## src/hw/rtl/bgq_pkg.sv

```systemverilog
// ----------------------------------------------------------------------------
// bgq_pkg
// Shared widths, register indexes, types and unorm helpers for the bilinear
// gradient pixel unit.
// ----------------------------------------------------------------------------
package bgq_pkg;

  // field widths
  localparam int CH_W   = 8;
  localparam int RGBA_W = 4 * CH_W;
  localparam int POS_W  = 12;
  localparam int DIM_W  = 13;
  localparam int FRAC_W = 16;
  localparam int WGT_W  = FRAC_W + 1;
  localparam int EDGE_W = CH_W + FRAC_W;
  localparam int ACC_W  = EDGE_W + WGT_W;
  localparam int IDX_W  = 3;

  // largest rectangle side taken as is, larger values are clamped to it
  localparam int MAX_DIM = 4096;

  // default number of quotient bits resolved per divider stage
  localparam int DIV_PER_STAGE_DEF = 3;

  localparam logic [WGT_W-1:0] WGT_ONE = WGT_W'(1) << FRAC_W;

  typedef logic [IDX_W-1:0]  cfg_idx_t;
  typedef logic [RGBA_W-1:0] rgba_t;
  typedef logic [CH_W-1:0]   chan_t;
  // index 0 red, 1 green, 2 blue, 3 alpha
  typedef chan_t [3:0]       chan4_t;
  // index 0 top-left, 1 top-right, 2 bottom-right, 3 bottom-left
  typedef chan4_t [3:0]      corner_set_t;

  localparam cfg_idx_t CFG_CORNER_TL = 3'd0;
  localparam cfg_idx_t CFG_CORNER_TR = 3'd1;
  localparam cfg_idx_t CFG_CORNER_BR = 3'd2;
  localparam cfg_idx_t CFG_CORNER_BL = 3'd3;
  localparam cfg_idx_t CFG_TINT      = 3'd4;
  localparam cfg_idx_t CFG_WIDTH     = 3'd5;
  localparam cfg_idx_t CFG_HEIGHT    = 3'd6;

  localparam int CH_ALPHA = 3;

  // channel k of a packed word, red in the top byte
  function automatic chan_t get_chan(input rgba_t w, input logic [1:0] k);
    rgba_t sh;
    sh = w >> {~k, 3'b000};
    return sh[CH_W-1:0];
  endfunction

  // round(a * b / 255) without a divider, exact for the whole 8-bit range
  function automatic chan_t mul_unorm(input chan_t a, input chan_t b);
    logic [16:0] t;
    logic [16:0] q;
    t = 17'(a) * 17'(b) + 17'd127;
    q = (t + 17'(t[16:8]) + 17'd1) >> 8;
    return q[CH_W-1:0];
  endfunction

endpackage

```

## src/hw/rtl/bgq_corner.sv

```systemverilog
// ----------------------------------------------------------------------------
// bgq_corner
// Tints the four corner colours and premultiplies them by their alpha, two
// register stages, free running off the configuration registers.
// ----------------------------------------------------------------------------
module bgq_corner (
  input  logic                      clk,
  input  bgq_pkg::rgba_t [3:0]      corners_i,
  input  bgq_pkg::rgba_t            tint_i,
  output bgq_pkg::corner_set_t      prem_o
);

  bgq_pkg::corner_set_t tinted_r;
  bgq_pkg::corner_set_t prem_r;

  always_ff @(posedge clk) begin
    for (int c = 0; c < 4; c++) begin
      for (int k = 0; k < 4; k++) begin
        tinted_r[c][k] <= bgq_pkg::mul_unorm(bgq_pkg::get_chan(corners_i[c], 2'(k)),
                                             bgq_pkg::get_chan(tint_i, 2'(k)));
      end
    end
  end

  // alpha passes, colour channels are scaled by the tinted alpha
  always_ff @(posedge clk) begin
    for (int c = 0; c < 4; c++) begin
      for (int k = 0; k < 4; k++) begin
        if (k == bgq_pkg::CH_ALPHA) begin
          prem_r[c][k] <= tinted_r[c][bgq_pkg::CH_ALPHA];
        end else begin
          prem_r[c][k] <= bgq_pkg::mul_unorm(tinted_r[c][k], tinted_r[c][bgq_pkg::CH_ALPHA]);
        end
      end
    end
  end

  assign prem_o = prem_r;

endmodule

```

## config.mk

```make
export PLATFORM = sky130hd
export DESIGN_NAME = bgq_corner
export DESIGN_NICKNAME = d
export VERILOG_FILES = /design/src/hw/rtl/bgq_pkg.sv /design/src/hw/rtl/bgq_corner.sv
export SDC_FILE = /design/constraint.sdc
export NUM_CORES = 2
export LEC_CHECK = 0
export BUFFER_PORTS_ARGS = -buffer_cell sky130_fd_sc_hd__buf_2
export CAP_MARGIN = 10
export CORE_MARGIN = 8
export CORE_UTILIZATION = 45
export DETAILED_ROUTE_END_ITERATION = 16
export PLACE_DENSITY = 0.64
export SETUP_SLACK_MARGIN = 0.1
export SYNTH_ARGS = -nofsm -noshare
export SYNTH_HDL_FRONTEND = slang
export SYNTH_SLANG_ARGS = --single-unit
```

## constraint.sdc

```tcl
create_clock -name clk -period 9.2 [get_ports clk]
set_input_delay 0.46 -clock clk [delete_from_list [all_inputs] [get_ports clk]]
set_output_delay 0.46 -clock clk [all_outputs]
set_load 0.05 [all_outputs]
```

After elaboration in Yosys (flattened, before gate mapping) --
Index checks and enable logic that the tools add are counted.
Storage, ports and cells: register bits after elaboration 256
Cells by class: add/sub/neg operators 84, multipliers 28
Operator list (count):
- adder 16 x 7 -> 17 bit (second input constant) | 28
- adder 16 x 1 -> 16 bit (second input constant) | 28
- adder 16 x 9 -> 16 bit | 28
- multiplier 8 x 8 -> 16 bit | 28

Longest topological paths before layout --
depth after elaboration 4, mapped depth 28, depth with buffers taken out 26

Worst setup path after synthesis --
Ideal clock, no wire load.
kind input -> register, start point in tint_i[16], end point reg tinted_r[14] (netlist bit), stages on the path 26, required time 9052 ps, slack 2453 ps, arrival 6598 ps, cell sequence clkbuf_1 -> clkbuf_1 -> nand2_1 -> fa_1 -> inv_1 -> fa_1 -> fa_1 -> inv_1 -> fa_1 -> inv_1 -> ha_1 -> or4_1 -> o22ai_1 -> o21bai_1 -> a21oi_1 -> xnor2_1 -> ha_1 -> a21o_1 -> nor4b_1 -> nand4b_1 -> nor3b_1 -> a211o_1 -> a41o_1 -> a21oi_1 -> nor2_1 -> xor2_1
On the way: word-level cells in the longest chain between the ends 4
RTL lines:
- start: declaration | RTL line bgq_corner.sv:9 | input bgq_pkg::rgba_t tint_i,
- multiplier 8 x 8 -> 16 bit | RTL line bgq_pkg.sv:56 | t = 17'(a) * 17'(b) + 17'd127;
- adder 16 x 7 -> 17 bit | RTL line bgq_pkg.sv:56
- adder 16 x 9 -> 16 bit | RTL line bgq_pkg.sv:57 | q = (t + 17'(t[16:8]) + 17'd1) >> 8;
- adder 16 x 1 -> 16 bit | RTL line bgq_pkg.sv:57
- end signal: indexed assignment | RTL line bgq_corner.sv:19 | tinted_r[c][k] <= bgq_pkg::mul_unorm(bgq_pkg::get_chan(corners_i[c], 2'(k)),
- end: declaration | RTL line bgq_corner.sv:13 | bgq_pkg::corner_set_t tinted_r;
Every way passes these cells.

Final worst setup path --
start point reg tinted_r[120] (netlist bit), end point reg prem_r, in the netlist prem_o[118]
On the way: word-level cells in the longest chain between the ends 4
RTL lines:
- multiplier 8 x 8 -> 16 bit | RTL line bgq_pkg.sv:56
- adder 16 x 7 -> 17 bit | RTL line bgq_pkg.sv:56
- adder 16 x 9 -> 16 bit | RTL line bgq_pkg.sv:57
- adder 16 x 1 -> 16 bit | RTL line bgq_pkg.sv:57
- end signal: indexed assignment | RTL line bgq_corner.sv:30 | prem_r[c][k] <= tinted_r[c][bgq_pkg::CH_ALPHA];
- end signal: indexed assignment | RTL line bgq_corner.sv:32 | prem_r[c][k] <= bgq_pkg::mul_unorm(tinted_r[c][k], tinted_r[c][bgq_pkg::CH_ALPHA]);
- end: declaration | RTL line bgq_corner.sv:14 | bgq_pkg::corner_set_t prem_r;
Every way passes these cells.

==> key figures <==
Clocking
  • Quantity of hold-fixing buffers added after cts: 0
  • Number of post-CTS setup repair buffers: 0
  • Deepest level of the CTS H-tree: 2
  • Post-CTS sizing: 0
  • Clk slew on worst S/H paths: 0.05 ns
  • Number of buffers between clock root and the deepest sink: 3
  • TritonCTS sink count: approximately 260
  • CTS tree: yes
  • Clock tree root driver cell: sky130_fd_sc_hd__clkbuf_16
  • Number of buffers created by CTS: 37
  • Clock Latency Late Sink: 0.62 ns

Route
  • Remaining antenna violation count after routing: 0
  • DRC marker count from the first detailed-route iteration: 2,970
  • Residual DRC: 0
  • Routed vias: 61,500
  • Routed Wire Length: 191 mm
  • Routed wire length per instance: 16.2 µm
  • Routed vias/inst: 5.21
  • Drt pass-1 iters: 5

Synthesis
  • Library cell with the highest instance count after synthesis: sky130_fd_sc_hd__inv_1
  • Post-synthesis area per instance: 8.63 µm²
  • Async S/R FF share, synth: 0%
  • Synth area leaders: sky130_fd_sc_hd__fa_1 (30%), sky130_fd_sc_hd__ha_1 (20%), sky130_fd_sc_hd__and2_1 (9.2%)
  • Synthesized Nets: between 10,000 and 15,000
  • Portion of synthesized cell area occupied by the leading cell type: 29.6%
  • Unique masters post-synth: 85
  • Number of synthesized flops with an enable pin: 0
  • Most frequent cells after synthesis: sky130_fd_sc_hd__inv_1 (1,760), sky130_fd_sc_hd__ha_1 (1,260), sky130_fd_sc_hd__fa_1 (1,176), sky130_fd_sc_hd__and2_1 (1,166), sky130_fd_sc_hd__nand2_1 (845)
  • Share of the yosys chip area belonging to registers: 6.44%
  • Cells after Synth: slightly above 9,000
  • Number of register bits inferred by synthesis: 256
  • Warnings from Yosys: 0
  • Top_reg_cell synth: sky130_fd_sc_hd__dfxtp_1
  • Largest area contributor in the netlist: sky130_fd_sc_hd__fa_1
  • Netlist area before placement: about 80,000 µm²

Worst setup path
  • Worst reg2reg path startpoint: tinted_r[120]
  • Buf+Inv Stages, Crit Path: 4
  • Crit path capture type: register
  • Worst path arrival time: 7.96 ns
  • Slowest stage delay, CP: 1.00 ns
  • Path depth of the worst reg2reg path: 25
  • CP top delay family: adder cells
  • Reg-to-reg critical path endpoint: prem_o[118]
  • Start-to-end type of the worst setup path: reg -> reg
  • Slack of the worst reg-to-reg path: 1.70 ns
  • Critical Path Source Type: register
  • Master of the slowest instance on the critical path: sky130_fd_sc_hd__dfxtp_1
  • Critical path data required time: 9.66 ns
  • Largest fanout on the critical path: 25

STA
  • Final count of hold timing violations: 0
  • Setup tns final: 0 ns
  • Portion of the clock cycle consumed by the worst path in the final layout: 81.5%
  • Transition time of the tightest slew-check pin: approximately 1.1 ns
  • F_max: 133 MHz
  • Unrepaired setup endpoints after global routing: false
  • Maximum clock skew at final layout: 0.0293 ns
  • Minimum period implied by the final worst setup slack: 7.50 ns
  • Max-slew violation count: 0
  • Finish-stage setup viols: 0
  • Worst relative slew slack: 27.7%

Global routing
  • Total global routing overflow: 0
  • Maximum number of pins on one net before global-route repair: 33
  • Number of antenna violations at the first check in global routing: 54
  • First-pass GRT wire length: 319 mm
  • Vias in the first global route: 64,600
  • Overall routing resource usage: 19.8%

Job
  • Maximum capacitance violations: 0

Floorplanning
  • DIE AREA: between 150,000 and 200,000 µm²
  • Horizontal extent of the die: roughly 440 µm
  • I/O pin cnt: 289
  • Total core area: 176,000 µm²
  • Count of standard-cell rows: around 150
  • Die span in y: 437 µm
  • Initial cell density of the core: around 45%

Finish
  • Final layout net count: 12,000
  • Ratio of cells with drive above 1 in the final layout: roughly 4.5%
  • Layout area overhead: 6.51%

Place
  • GPL Wtd Cong: 0.871
  • IO Port Bufs: 288
  • DP Wirelength: about 160 mm

Min path
  • Worst hold path stage count: 0
  • Min-Delay Endpoint: prem_o[25]
  • Startpoint of the tightest hold check path: tinted_r[25]
  • Type of the worst min-delay path: reg -> reg

Outcome
  • Run status: finished clean
area by class of cell:
| type | instances | area, µm² |
|---|---|---|
| Fill cell | 17000 | 91100 |
| Multi-Input combinational cell | 7037 | 67200 |
| Inverter | 1760 | 6610 |
| Sequential cell | 256 | 5120 |
| Tap cell | 2340 | 2930 |
| Timing Repair Buffer | 312 | 1620 |
| Clock buffer | 48 | 1010 |
| Clock inverter | 19 | 198 |
| Antenna cell | 33 | 82.6 |
sequential cells by signal (all words and copies together), names as in the netlist:
register / flops
tinted_r: 128
prem_o: 128
worst max path at each step:
stage | startpoint | end | slack (ns) | cells after the start
CTS | tinted_r[120] | prem_o[118] | 1.72 | 25
floorplan | tint_i[16] | tinted_r[14] | 2.45 | 26
finish | tinted_r[120] | prem_o[118] | 1.70 | 25
global placement | tinted_r[120] | prem_o[118] | 1.92 | 25
detailed placement | tinted_r[120] | prem_o[118] | 1.74 | 25
global route | tinted_r[120] | prem_o[118] | 1.17 | 25
routing by layer:
metal,up-vias,track usage (%),routed length [µm]
met4,8,6.15,5880
met2,1117,34.8,92300
met5,-,0,56
met3,239,1.83,7320
li1,29700,-,-
met1,30400,25.8,85800
per-stage QoR:
stage          setup slack [ns]  std cells  hold WS [ns]  instance area [µm²]  utilization [%]
6_report                   1.70      11800         0.580                84800             48.2
5_1_grt                    1.17      11800         0.588                84800             48.2
3_3_place_gp               1.92      11700         0.563                83500             47.5
3_5_place_dp               1.74      11700         0.570                83500             47.5
2_1_floorplan              2.45       9226         0.380                79600                -
4_1_cts                    1.72      11800         0.571                84700             48.2
worst register-to-register path, cell delays in order (launching register included):
cell and delay, ns:
sky130_fd_sc_hd__dfxtp_1 1.00, sky130_fd_sc_hd__nand2_1 0.21, sky130_fd_sc_hd__fa_1 0.58, sky130_fd_sc_hd__inv_1 0.05
sky130_fd_sc_hd__fa_1 0.48, sky130_fd_sc_hd__fa_1 0.54, sky130_fd_sc_hd__inv_1 0.05, sky130_fd_sc_hd__fa_1 0.47
sky130_fd_sc_hd__inv_1 0.04, sky130_fd_sc_hd__ha_1 0.32, sky130_fd_sc_hd__o211ai_1 0.19, sky130_fd_sc_hd__a21oi_1 0.09
sky130_fd_sc_hd__o41ai_1 0.83, sky130_fd_sc_hd__o21bai_1 0.14, sky130_fd_sc_hd__a21oi_1 0.22, sky130_fd_sc_hd__xor2_1 0.34
sky130_fd_sc_hd__inv_1 0.08, sky130_fd_sc_hd__ha_1 0.27, sky130_fd_sc_hd__o21ai_0 0.10, sky130_fd_sc_hd__nor2_1 0.10
sky130_fd_sc_hd__a211oi_1 0.11, sky130_fd_sc_hd__maj3_1 0.36, sky130_fd_sc_hd__nor3b_1 0.27, sky130_fd_sc_hd__o21ai_0 0.17
sky130_fd_sc_hd__a21boi_0 0.25, sky130_fd_sc_hd__xor2_1 0.09
layout by cell type (no fill, tap or decap), types with 44 or more instances in the layout:
cell / n
sky130_fd_sc_hd__a211oi_1: 45
sky130_fd_sc_hd__and2_1: 1166
sky130_fd_sc_hd__buf_2: 288
sky130_fd_sc_hd__a21o_1: 122
sky130_fd_sc_hd__o21ai_0: 209
sky130_fd_sc_hd__xor2_1: 179
sky130_fd_sc_hd__a31oi_1: 44
sky130_fd_sc_hd__nand2b_1: 70
sky130_fd_sc_hd__nor2b_1: 45
sky130_fd_sc_hd__inv_1: 1760
sky130_fd_sc_hd__a21oi_1: 332
sky130_fd_sc_hd__xnor2_1: 419
sky130_fd_sc_hd__fa_1: 1176
sky130_fd_sc_hd__nor3_1: 95
sky130_fd_sc_hd__ha_1: 1260
sky130_fd_sc_hd__dfxtp_1: 256
sky130_fd_sc_hd__nor2_1: 286
sky130_fd_sc_hd__o21bai_1: 87
sky130_fd_sc_hd__nand2_1: 845
sky130_fd_sc_hd__o21a_1: 65
sky130_fd_sc_hd__nand3_1: 106
cells by family after synthesis:
logic type	Yosys count	synth area share, %
DFF	256	6.44
and+or+nand+nor	2794	18.2
xor gates and xnor gates	603	6.72
buffers and inverters	1933	9.12
adders and majority gates	2452	49.6
muxes	13	0.165
AOI/OAI and AO/OA	1175	9.74
Power is left out: the tool's default activity adds up to more than one toggle a clock period on the data nets, which glitch-free logic cannot reach.
