**config.mk**
```make
export PLATFORM = sky130hd
export DESIGN_NAME = bgq_divider
export DESIGN_NICKNAME = d
export VERILOG_FILES = /design/src/hw/rtl/bgq_pkg.sv /design/src/hw/rtl/bgq_divider.sv
export SDC_FILE = /design/constraint.sdc
export NUM_CORES = 1
export LEC_CHECK = 0
export BUFFER_PORTS_ARGS = -buffer_cell sky130_fd_sc_hd__buf_2
export CAP_MARGIN = 20
export CORE_MARGIN = 4
export CORE_UTILIZATION = 55
export DETAILED_ROUTE_END_ITERATION = 8
export GPL_TIMING_DRIVEN = 0
export HOLD_SLACK_MARGIN = 0.05
export PLACE_DENSITY = 0.75
export SLEW_MARGIN = 20
export SYNTH_ARGS = -nofsm -noshare
export SYNTH_HDL_FRONTEND = slang
export SYNTH_SLANG_ARGS = --single-unit
```
**constraint.sdc**
```tcl
create_clock -name clk -period 9.77 [get_ports clk]
set_input_delay 1.954 -clock clk [delete_from_list [all_inputs] [get_ports clk]]
set_output_delay 1.954 -clock clk [all_outputs]
set_load 0.1 [all_outputs]
```
**src/hw/rtl/bgq_pkg.sv**
```systemverilog
// ----------------------------------------------------------------------------
// bgq_pkg
// Shared widths, register indexes, types and unorm helpers for the bilinear
// gradient pixel unit.
// ----------------------------------------------------------------------------
package bgq_pkg;

  // field widths
  localparam int CH_W   = 8;
  localparam int RGBA_W = 4 * CH_W;
  localparam int POS_W  = 12;
  localparam int DIM_W  = 13;
  localparam int FRAC_W = 16;
  localparam int WGT_W  = FRAC_W + 1;
  localparam int EDGE_W = CH_W + FRAC_W;
  localparam int ACC_W  = EDGE_W + WGT_W;
  localparam int IDX_W  = 3;

  // largest rectangle side taken as is, larger values are clamped to it
  localparam int MAX_DIM = 4096;

  // default number of quotient bits resolved per divider stage
  localparam int DIV_PER_STAGE_DEF = 3;

  localparam logic [WGT_W-1:0] WGT_ONE = WGT_W'(1) << FRAC_W;

  typedef logic [IDX_W-1:0]  cfg_idx_t;
  typedef logic [RGBA_W-1:0] rgba_t;
  typedef logic [CH_W-1:0]   chan_t;
  // index 0 red, 1 green, 2 blue, 3 alpha
  typedef chan_t [3:0]       chan4_t;
  // index 0 top-left, 1 top-right, 2 bottom-right, 3 bottom-left
  typedef chan4_t [3:0]      corner_set_t;

  localparam cfg_idx_t CFG_CORNER_TL = 3'd0;
  localparam cfg_idx_t CFG_CORNER_TR = 3'd1;
  localparam cfg_idx_t CFG_CORNER_BR = 3'd2;
  localparam cfg_idx_t CFG_CORNER_BL = 3'd3;
  localparam cfg_idx_t CFG_TINT      = 3'd4;
  localparam cfg_idx_t CFG_WIDTH     = 3'd5;
  localparam cfg_idx_t CFG_HEIGHT    = 3'd6;

  localparam int CH_ALPHA = 3;

  // channel k of a packed word, red in the top byte
  function automatic chan_t get_chan(input rgba_t w, input logic [1:0] k);
    rgba_t sh;
    sh = w >> {~k, 3'b000};
    return sh[CH_W-1:0];
  endfunction

  // round(a * b / 255) without a divider, exact for the whole 8-bit range
  function automatic chan_t mul_unorm(input chan_t a, input chan_t b);
    logic [16:0] t;
    logic [16:0] q;
    t = 17'(a) * 17'(b) + 17'd127;
    q = (t + 17'(t[16:8]) + 17'd1) >> 8;
    return q[CH_W-1:0];
  endfunction

endpackage

```
**src/hw/rtl/bgq_divider.sv**
```systemverilog
// ----------------------------------------------------------------------------
// bgq_divider
// Pipelined restoring divider for one weight: (pos << 16) / last, with pos
// clamped to last, PER_STAGE quotient bits per stage.
// ----------------------------------------------------------------------------
module bgq_divider #(
  parameter int PER_STAGE = bgq_pkg::DIV_PER_STAGE_DEF,
  parameter int STAGES    = (bgq_pkg::WGT_W + PER_STAGE - 1) / PER_STAGE
) (
  input  logic                       clk,
  input  logic [STAGES-1:0]          en_i,
  input  logic [bgq_pkg::POS_W-1:0]  pos_i,
  input  logic [bgq_pkg::DIM_W-1:0]  last_i,
  output logic [bgq_pkg::WGT_W-1:0]  quo_o
);

  localparam int DW = bgq_pkg::DIM_W;
  localparam int QW = bgq_pkg::WGT_W;

  logic [DW-1:0] rem_r [STAGES];
  logic [QW-1:0] quo_r [STAGES];

  for (genvar j = 0; j < STAGES; j++) begin : g_stg
    logic [DW-1:0] rem_in;
    logic [QW-1:0] quo_in;
    logic [DW-1:0] rem_nxt;
    logic [QW-1:0] quo_nxt;

    if (j == 0) begin : g_first
      // coordinates beyond the last column or row saturate the weight at one
      assign rem_in = (DW'(pos_i) > last_i) ? last_i : DW'(pos_i);
      assign quo_in = '0;
    end else begin : g_next
      assign rem_in = rem_r[j-1];
      assign quo_in = quo_r[j-1];
    end

    always_comb begin
      logic [DW:0] r;
      r       = '0;
      rem_nxt = rem_in;
      quo_nxt = quo_in;
      for (int s = 0; s < PER_STAGE; s++) begin
        if (j * PER_STAGE + s < QW) begin
          // first step settles the integer bit, the rest shift in a zero
          if (j * PER_STAGE + s == 0) begin
            r = {1'b0, rem_nxt};
          end else begin
            r = {rem_nxt, 1'b0};
          end
          if (r >= {1'b0, last_i}) begin
            quo_nxt = {quo_nxt[QW-2:0], 1'b1};
            rem_nxt = DW'(r - {1'b0, last_i});
          end else begin
            quo_nxt = {quo_nxt[QW-2:0], 1'b0};
            rem_nxt = r[DW-1:0];
          end
        end
      end
    end

    always_ff @(posedge clk) begin
      if (en_i[j]) begin
        rem_r[j] <= rem_nxt;
        quo_r[j] <= quo_nxt;
      end
    end
  end

  assign quo_o = quo_r[STAGES-1];

endmodule

```
[Yosys cells after proc, flatten, opt, wreduce, memory -nomap -nowiden]
Memory sizes are Yosys's and may differ from the RTL's.
Cells that the tools add are included.
Storage, ports and cells
  register bits: 0
  bits in writable memories: 180
  logic and storage cells: 84
  memories kept: 2
Memory list
  quo_r: depth 6, bits a word 17, rd ports 6, clocked after memory_dff 0, wr ports 6, RTL line bgq_divider.sv:21  | logic [QW-1:0] quo_r [STAGES];
  rem_r: depth 6, bits a word 13, rd ports 5, clocked after memory_dff 0, wr ports 6, RTL line bgq_divider.sv:20  | logic [DW-1:0] rem_r [STAGES];
Operators by class
  add/sub/neg operators: 17
  magnitude comparators: 18
  muxes and demuxes: 47
Operators with widths (number)
  two-way mux 13 bit: 18
  >= comparator 14 x 13 -> 1 bit: 16
  subtractor 13 bit: 17
  two-way mux 1 bit: 29
  >= comparator 13 bit: 1
  > comparator 12 x 13 -> 1 bit: 1

[Depth between registers and ports, before layout]
Gate-level depths: netlist of run 1.
  word-level depth: 8
  gate-level depth with buffers: 39

[Worst setup path after synthesis of run 1]
OpenSTA, ideal clock, no wires.
  path kind: in2reg
  from: input port last_i[1] in the netlist's numbering
  to: memory rem_r[0][10] in the netlist's numbering (data pin)
  library setup time: 0.260 ns
  data arrival time: 10.328 ns
  data required time: 9.510 ns
  path slack: -0.817 ns
  cell stages on the path: 39
  buffers on the path: 4
  path through: inv_1 > ha_1 > nand2b_1 > a21oi_1 > o31a_1 > o21ai_0 > clkbuf_1 > nor2_1 > a21oi_1 > inv_1 > ha_1 > nor2b_1 > o31a_1 > o41ai_2 > a21oi_1 > o31ai_2 > o22a_1 > buf_4 > (+3 left out) > nor2_1 > a41oi_1 > a31oi_1 > a31oi_1 > o21ai_1 > clkbuf_1 > mux2_2 > ha_1 > a21oi_1 > nor2b_1 > a311o_1 > a311oi_1 > o31ai_1 > a21o_1 > nand2_1 > o2111ai_1 > buf_2 > mux2_2
RTL lines
  from (decl): RTL line bgq_divider.sv:13  | input logic [bgq_pkg::DIM_W-1:0] last_i,
  to (decl): RTL line bgq_divider.sv:20

==> summary.md, run 1 <==
| Metric | Value |
|---|---|
| DIE AREA | `30,900 sq um` |
| Synth-to-layout area growth | `16.5%` |
| Synthesized flop and latch total | `127` |
| Worst-margin pin slew | `0.859 ns` |
| Hold path start | `quo_r[4][9]` |
| All-Layer GR Usage | `0.256` |
| Most used flip-flop cell after synthesis | `edfxtp_1` |
| Netlist Area Pre-Place | `15,500 sq um` |
| Worst Hold End | `quo_r[5][11]` |
| CTS tree | `done` |
| Fmax | `102 MHz` |
| # port buffers | `48` |
| Clk slew on worst S/H paths | `0.06 ns` |
| Num CTS Buffers | `17` |
| CTS Buffer Depth | `2` |
| Crit-path slowest cell | `o41ai_4` |
| DRC viols | `0` |
| Ys async rst share | `0` |
| FF-to-FF Start | `rem_r[1][8]` |
| Final WS setup | `-0.0533 ns` |
| Vias | `14,004` |
| CP Max Fanout | `8` |
| Sequential-to-total area share from yosys stat | `0.246` |
| 1st-iter DRT viols | `1,028` |
| Post-synth cell types | `82` |
| Crit-path max cell delay | `0.45 ns` |
| Period minus WS final | `9.82 ns` |
| Fin crit share | `1.01` |
| Post-Synthesis Net Count | `1,979` |
| Antenna Nets Post-Route | `0` |
| Routability cong. | `0.905` |
| NumNets Final | `2,109` |
| Rows | `61` |
| Total wire length | `41.9 mm` |
| Vias in the first global route | `12,859` |
| R2r worst-path depth | `28` |
| Detail Placement HPWL | `29.4 mm` |
| Worst Setup Path Type | `primary input to register` |
| Initial Util | `0.557` |
| Max-Cap Viols | `0` |
| FF-to-FF setup slack | `2.26 ns` |
| Synth top area share | `0.246` |
| Largest net degree at the start of global routing | `29` |
| Startpoint Class | `primary input` |
| Filler instances | `2,242` |
| Status | `finished with violations` |
| Cells after Synth | `1,719` |
| Layout cells sized above 1 | `0.208` |
| Routed len/inst | `18.7 um` |
| Ys Warns | `0` |
| DIE HEIGHT | `176 um` |
| ANT cells | `0` |
| Failing checks | `setup timing` |
| CP arrival | `10.04 ns` |
| DR vias/cell | `6.25` |
| Grt total ovfl | `0` |
| Count leader, synth | `ha_1` |
| Worst hold path depth | `0` |
| Slew headroom | `0.426` |
| Hold Vio Cnt, Final | `0` |
| First-pass GRT wire length | `64.5 mm` |
| Pre-antenna DRT Iters | `5` |
| Core ar. | `27,800 sq um` |
| Setup_tns | `-0.0533 ns` |
| Hold-fix buffers, CTS | `0` |
| Post-synth EDFFs | `127` |
| HP Class | `register to register` |
| Clock sink count | `127` |
| Post-synth top cells | `ha_1, nor2_1, a21oi_1, edfxtp_1, o21ai_0` |
| Crit end category | `register` |
| Worst Skew | `0.0133 ns` |
| Largest area contributor in the netlist | `edfxtp_1` |
| Worst-skew pair later-pin latency | `0.44 ns` |
| Synth area leaders | `edfxtp_1, ha_1, mux2_2` |
| Worst Path Required | `9.99 ns` |
| Avg Inst Size Synth | `9.01 sq um` |
| Worst R2R End | `rem_r[2][5]` |
| Die width | `176 um` |
| Htree depth | `4` |
| Root buffer cell | `clkbuf_16` |
| Antenna violations before repair | `0` |
| Final setup violation count | `1` |
| I/O Pins | `49` |
| Pins Over Slew Limit | `0` |
-- metal layers --
| layer | vias up | global-route usage | part of all wire |
|---|---|---|---|
| li1 | 6780 | - | - |
| met1 | 6666 | 0.348 | 0.45 |
| met2 | 458 | 0.431 | 0.47 |
| met3 | 100 | 0.0357 | 0.057 |
| met4 | 0 | 0.0656 | 0.028 |
| met5 | - | 0 | 0 |
-- metrics by stage --
stage / worst slack, ns / utilization / instance area (sq um) / hold slack, ns / cells
3_5_place_dp: -1.85 / 0.592 / 16400 / 0.405 / 2147
5_1_grt: -0.264 / 0.649 / 18000 / 0.412 / 2240
4_1_cts: 0.0242 / 0.624 / 17300 / 0.417 / 2200
3_3_place_gp: -2.64 / 0.590 / 16400 / 0.401 / 2145
2_1_floorplan: 0.00594 / - / 15700 / 0.400 / 1719
6_report: -0.0533 / 0.649 / 18000 / 0.418 / 2240
-- logic make-up after synthesis --
kind of cell | count (synthesis) | share of synthesized area
xor gates and xnor gates | 139 | 0.0786
AOI/OAI and AO/OA | 510 | 0.216
and+or+nand+nor | 492 | 0.155
adders and majority gates | 228 | 0.188
buffers and inverters | 101 | 0.0281
DFF | 127 | 0.246
muxes | 122 | 0.0885
-- critical path: cells and delay by family --
| kind | cells | cell delay (ns) |
|---|---|---|
| AO/OA/AOI/OAI | 22 | 5.13 |
| AND/OR/NAND/NOR | 4 | 0.30 |
| buffers and inverters | 6 | 0.84 |
| multiplexers | 3 | 0.81 |
| adder cells (fa/ha/maj) | 4 | 1.00 |
-- worst max-delay path by stage --
| stage | start | endpoint | slack, ns | depth (start not counted) |
|---|---|---|---|---|
| 2_1_floorplan | last_i[1] | rem_r[0][10] | 0.006 | 38 |
| 3_3_place_gp | last_i[0] | rem_r[1][8] | -2.64 | 35 |
| 4_1_cts | last_i[0] | rem_r[3][6] | 0.02 | 34 |
| 6_report | last_i[1] | rem_r[0][1] | -0.05 | 39 |
| 5_1_grt | last_i[10] | rem_r[0][1] | -0.26 | 38 |
| 3_5_place_dp | last_i[0] | rem_r[1][8] | -1.85 | 35 |
-- cell usage in the layout (no fill, tap or decap), types with 18 or more instances in the layout --
cell type and count:
xnor2_1 79, nand2b_1 37, buf_4 66, buf_2 52, nor2b_1 30, nand2_1 109, edfxtp_1 127, mux2_2 81
nor2_1 141, ha_4 18, o21a_1 29, ha_1 199, nand3_1 25, o21ai_0 102, a21o_1 51, nor3_1 33
a21oi_1 128, nand4_1 19, inv_1 52, xor2_1 60
-- area by class of cell --
type | instances | area [sq um] | share of cell area
buffer | 33 | 229 | 0.0127
clock buffer | 17 | 425 | 0.0236
clock inverter | 15 | 173 | 0.00957
inverter | 66 | 310 | 0.0172
multi-input combinational | 1491 | 11800 | 0.656
sequential | 127 | 3810 | 0.211
tap | 378 | 473 | 0.0262
timing repair buffer | 112 | 773 | 0.0429
timing repair inverter | 1 | 5.00 | 0.000277
-- sequential cells by signal (all words and copies together) (netlist names) --
signal  flops
quo_r      62
rem_r      65
-- what timing repair did --
action	CTS	global route
gates cloned	1	2
resized for setup	36	95
buffers inserted	21	39
pin swaps	6	38
setup endpoints to repair	69	68
Power of run 1 is left out: the tool's default activity adds up to more than one toggle a clock period on the data nets, which glitch-free logic cannot reach.
==> run 2, diff against run 1 <==
- GPL_TIMING_DRIVEN: 0 -> default
==> summary.md, run 2 (synthesis gave the netlist of run 1 again) <==
| Metric | Value |
|---|---|
| Status | `complete, no violations` |
| CTS Buffer Depth | `2` |
| # port buffers | `48` |
| Non-Filler Instances | `2,202` |
| Register with the most flip-flops | `rem_r` |
| HP Class | `register to register` |
| Most common cell after layout, fill and taps aside | `ha_1` |
| Layout cells sized above 1 | `0.158` |
| DRC viols | `0` |
| Crit-path slowest cell | `ha_1` |
| Pins Over Slew Limit | `0` |
| Final WS setup | `0.449 ns` |
| Period minus WS final | `9.32 ns` |
| Core ar. | `27,800 sq um` |
| Crit-path max cell delay | `0.39 ns` |
| CP arrival | `9.49 ns` |
| Hold-fix buffers, CTS | `0` |
| Layout Utilization | `0.621` |
| Synth-to-layout area growth | `11.5%` |
| Hold Vio Cnt, Final | `0` |
| DIE HEIGHT | `176 um` |
| Final setup violation count | `0` |
| ANT cells | `0` |
| Commonest non-fill, non-tap cells in the layout | `ha_1, nor2_1, a21oi_1` |
| CTS tree | `done` |
| Max reg flops | `65` |
| DIE AREA | `30,900 sq um` |
| Vias | `13,473` |
| Setup Buffers After CTS | `0` |
| Startpoint Class | `primary input` |
| Routability cong. | `0.912` |
| I/O Pins | `49` |
| 1st-iter DRT viols | `1,030` |
| Pre-antenna DRT Iters | `7` |
| FF+latch area | `3810 sq um` |
| Slew headroom | `0.428` |
| All-Layer GR Usage | `0.257` |
| Htree depth | `4` |
| Worst-margin pin slew | `0.855 ns` |
| Total wire length | `40.0 mm` |
| Fin crit share | `0.954` |
| Place WS | `0.0118 ns` |
| DR vias/cell | `6.12` |
| Multi-input logic area | `11,400 sq um` |
| First-pass GRT wire length | `65.1 mm` |
| Worst Setup Path Type | `primary input to register` |
| Root buffer cell | `clkbuf_16` |
| Antenna violations before repair | `0` |
| Grt total ovfl | `0` |
| Hold slack | `0.415 ns` |
| Worst Skew | `0.0145 ns` |
| Rows | `61` |
| Vias in the first global route | `12,832` |
| Worst Path Required | `9.94 ns` |
| Antenna Nets Post-Route | `0` |
| Fmax | `107 MHz` |
| CP Max Fanout | `12` |
| Initial Util | `0.557` |
| Num CTS Buffers | `17` |
| Top Registers | `rem_r: 65 flops, quo_r: 62 flops` |
| Detail Placement HPWL | `30.9 mm` |
| Clock sink count | `127` |
| Clk slew on worst S/H paths | `0.06 ns` |
| Max-Cap Viols | `0` |
| Worst-skew pair later-pin latency | `0.43 ns` |
| Crit-path most repeated cell | `ha_1` |
| Placed insts | `2,170` |
| Largest net degree at the start of global routing | `37` |
| NumNets Final | `2,072` |
| Filler instances | `2,455` |
| Crit end category | `register` |
| Routed len/inst | `18.1 um` |
| Die width | `176 um` |
==> run 2: changes by cell type in the layout (fill, tap and decap cells not counted), moves of 6 or more <==
cell / previous run / this run
inv_1: 52 / 63
nand2_1: 109 / 115
a21oi_1: 128 / 134
clkinvlp_4: 13 / 6
buf_4: 66 / 59
a21oi_2: 12 / 6
ha_1: 199 / 211
ha_4: 18 / 9
o21ai_0: 102 / 115
buf_6: 8 / 0
o21ai_1: 12 / 4
==> run 2: final timing paths <==
check | from | to | slack (ns) | cells past startpoint
worst max-delay path | last_i[10] | rem_r[0][7] | 0.45 | 38
worst min-delay path | quo_r[0][0] | quo_r[1][3] | 0.42 | 0
worst max register to register | rem_r[0][3] | rem_r[1][12] | 2.17 | 26
worst min register to register | quo_r[0][0] | quo_r[1][3] | 0.42 | 0
==> run 2: worst max-delay path: cells and delay by family <==
| kind | cells | cell delay, ns |
|---|---|---|
| muxes | 3 | 1.02 |
| adders and majority gates | 4 | 1.33 |
| AOI/OAI and AO/OA | 20 | 3.72 |
| and+or+nand+nor | 5 | 0.69 |
| buffers and inverters | 6 | 0.77 |
==> run 2: cell type report <==
class / count / area share
Multi-Input combinational cell: 1491 / 0.663
Timing Repair Buffer: 109 / 0.0419
Tap cell: 378 / 0.0274
Clock buffer: 20 / 0.0253
Inverter: 66 / 0.0150
Clock inverter: 11 / 0.00681
Sequential cell: 127 / 0.221
==> run 2: what timing repair did <==
item,CTS,global route
setup endpoints to repair,0,20
gates resized for setup,0,6
endpoints found under the hold margin,0,0
==> run 2: stage by stage <==
step                cell area, sq um  TNS (ns)
finish                         17300         0
global route                   17300    -0.118
CTS                            17200         0
detailed placement             16700         0
global placement               16700         0
floorplan                      15700         0
==> run 2: layer usage <==
metal  global-route usage  up-vias  wire length [um]
li1                     -     6679                 -
met1                0.355     6341             18700
met2                0.424      379             18300
met3               0.0327       74              1960
met4               0.0767        0              1010
met5                    0        -                 0
Power of run 2 is left out for the same reason.
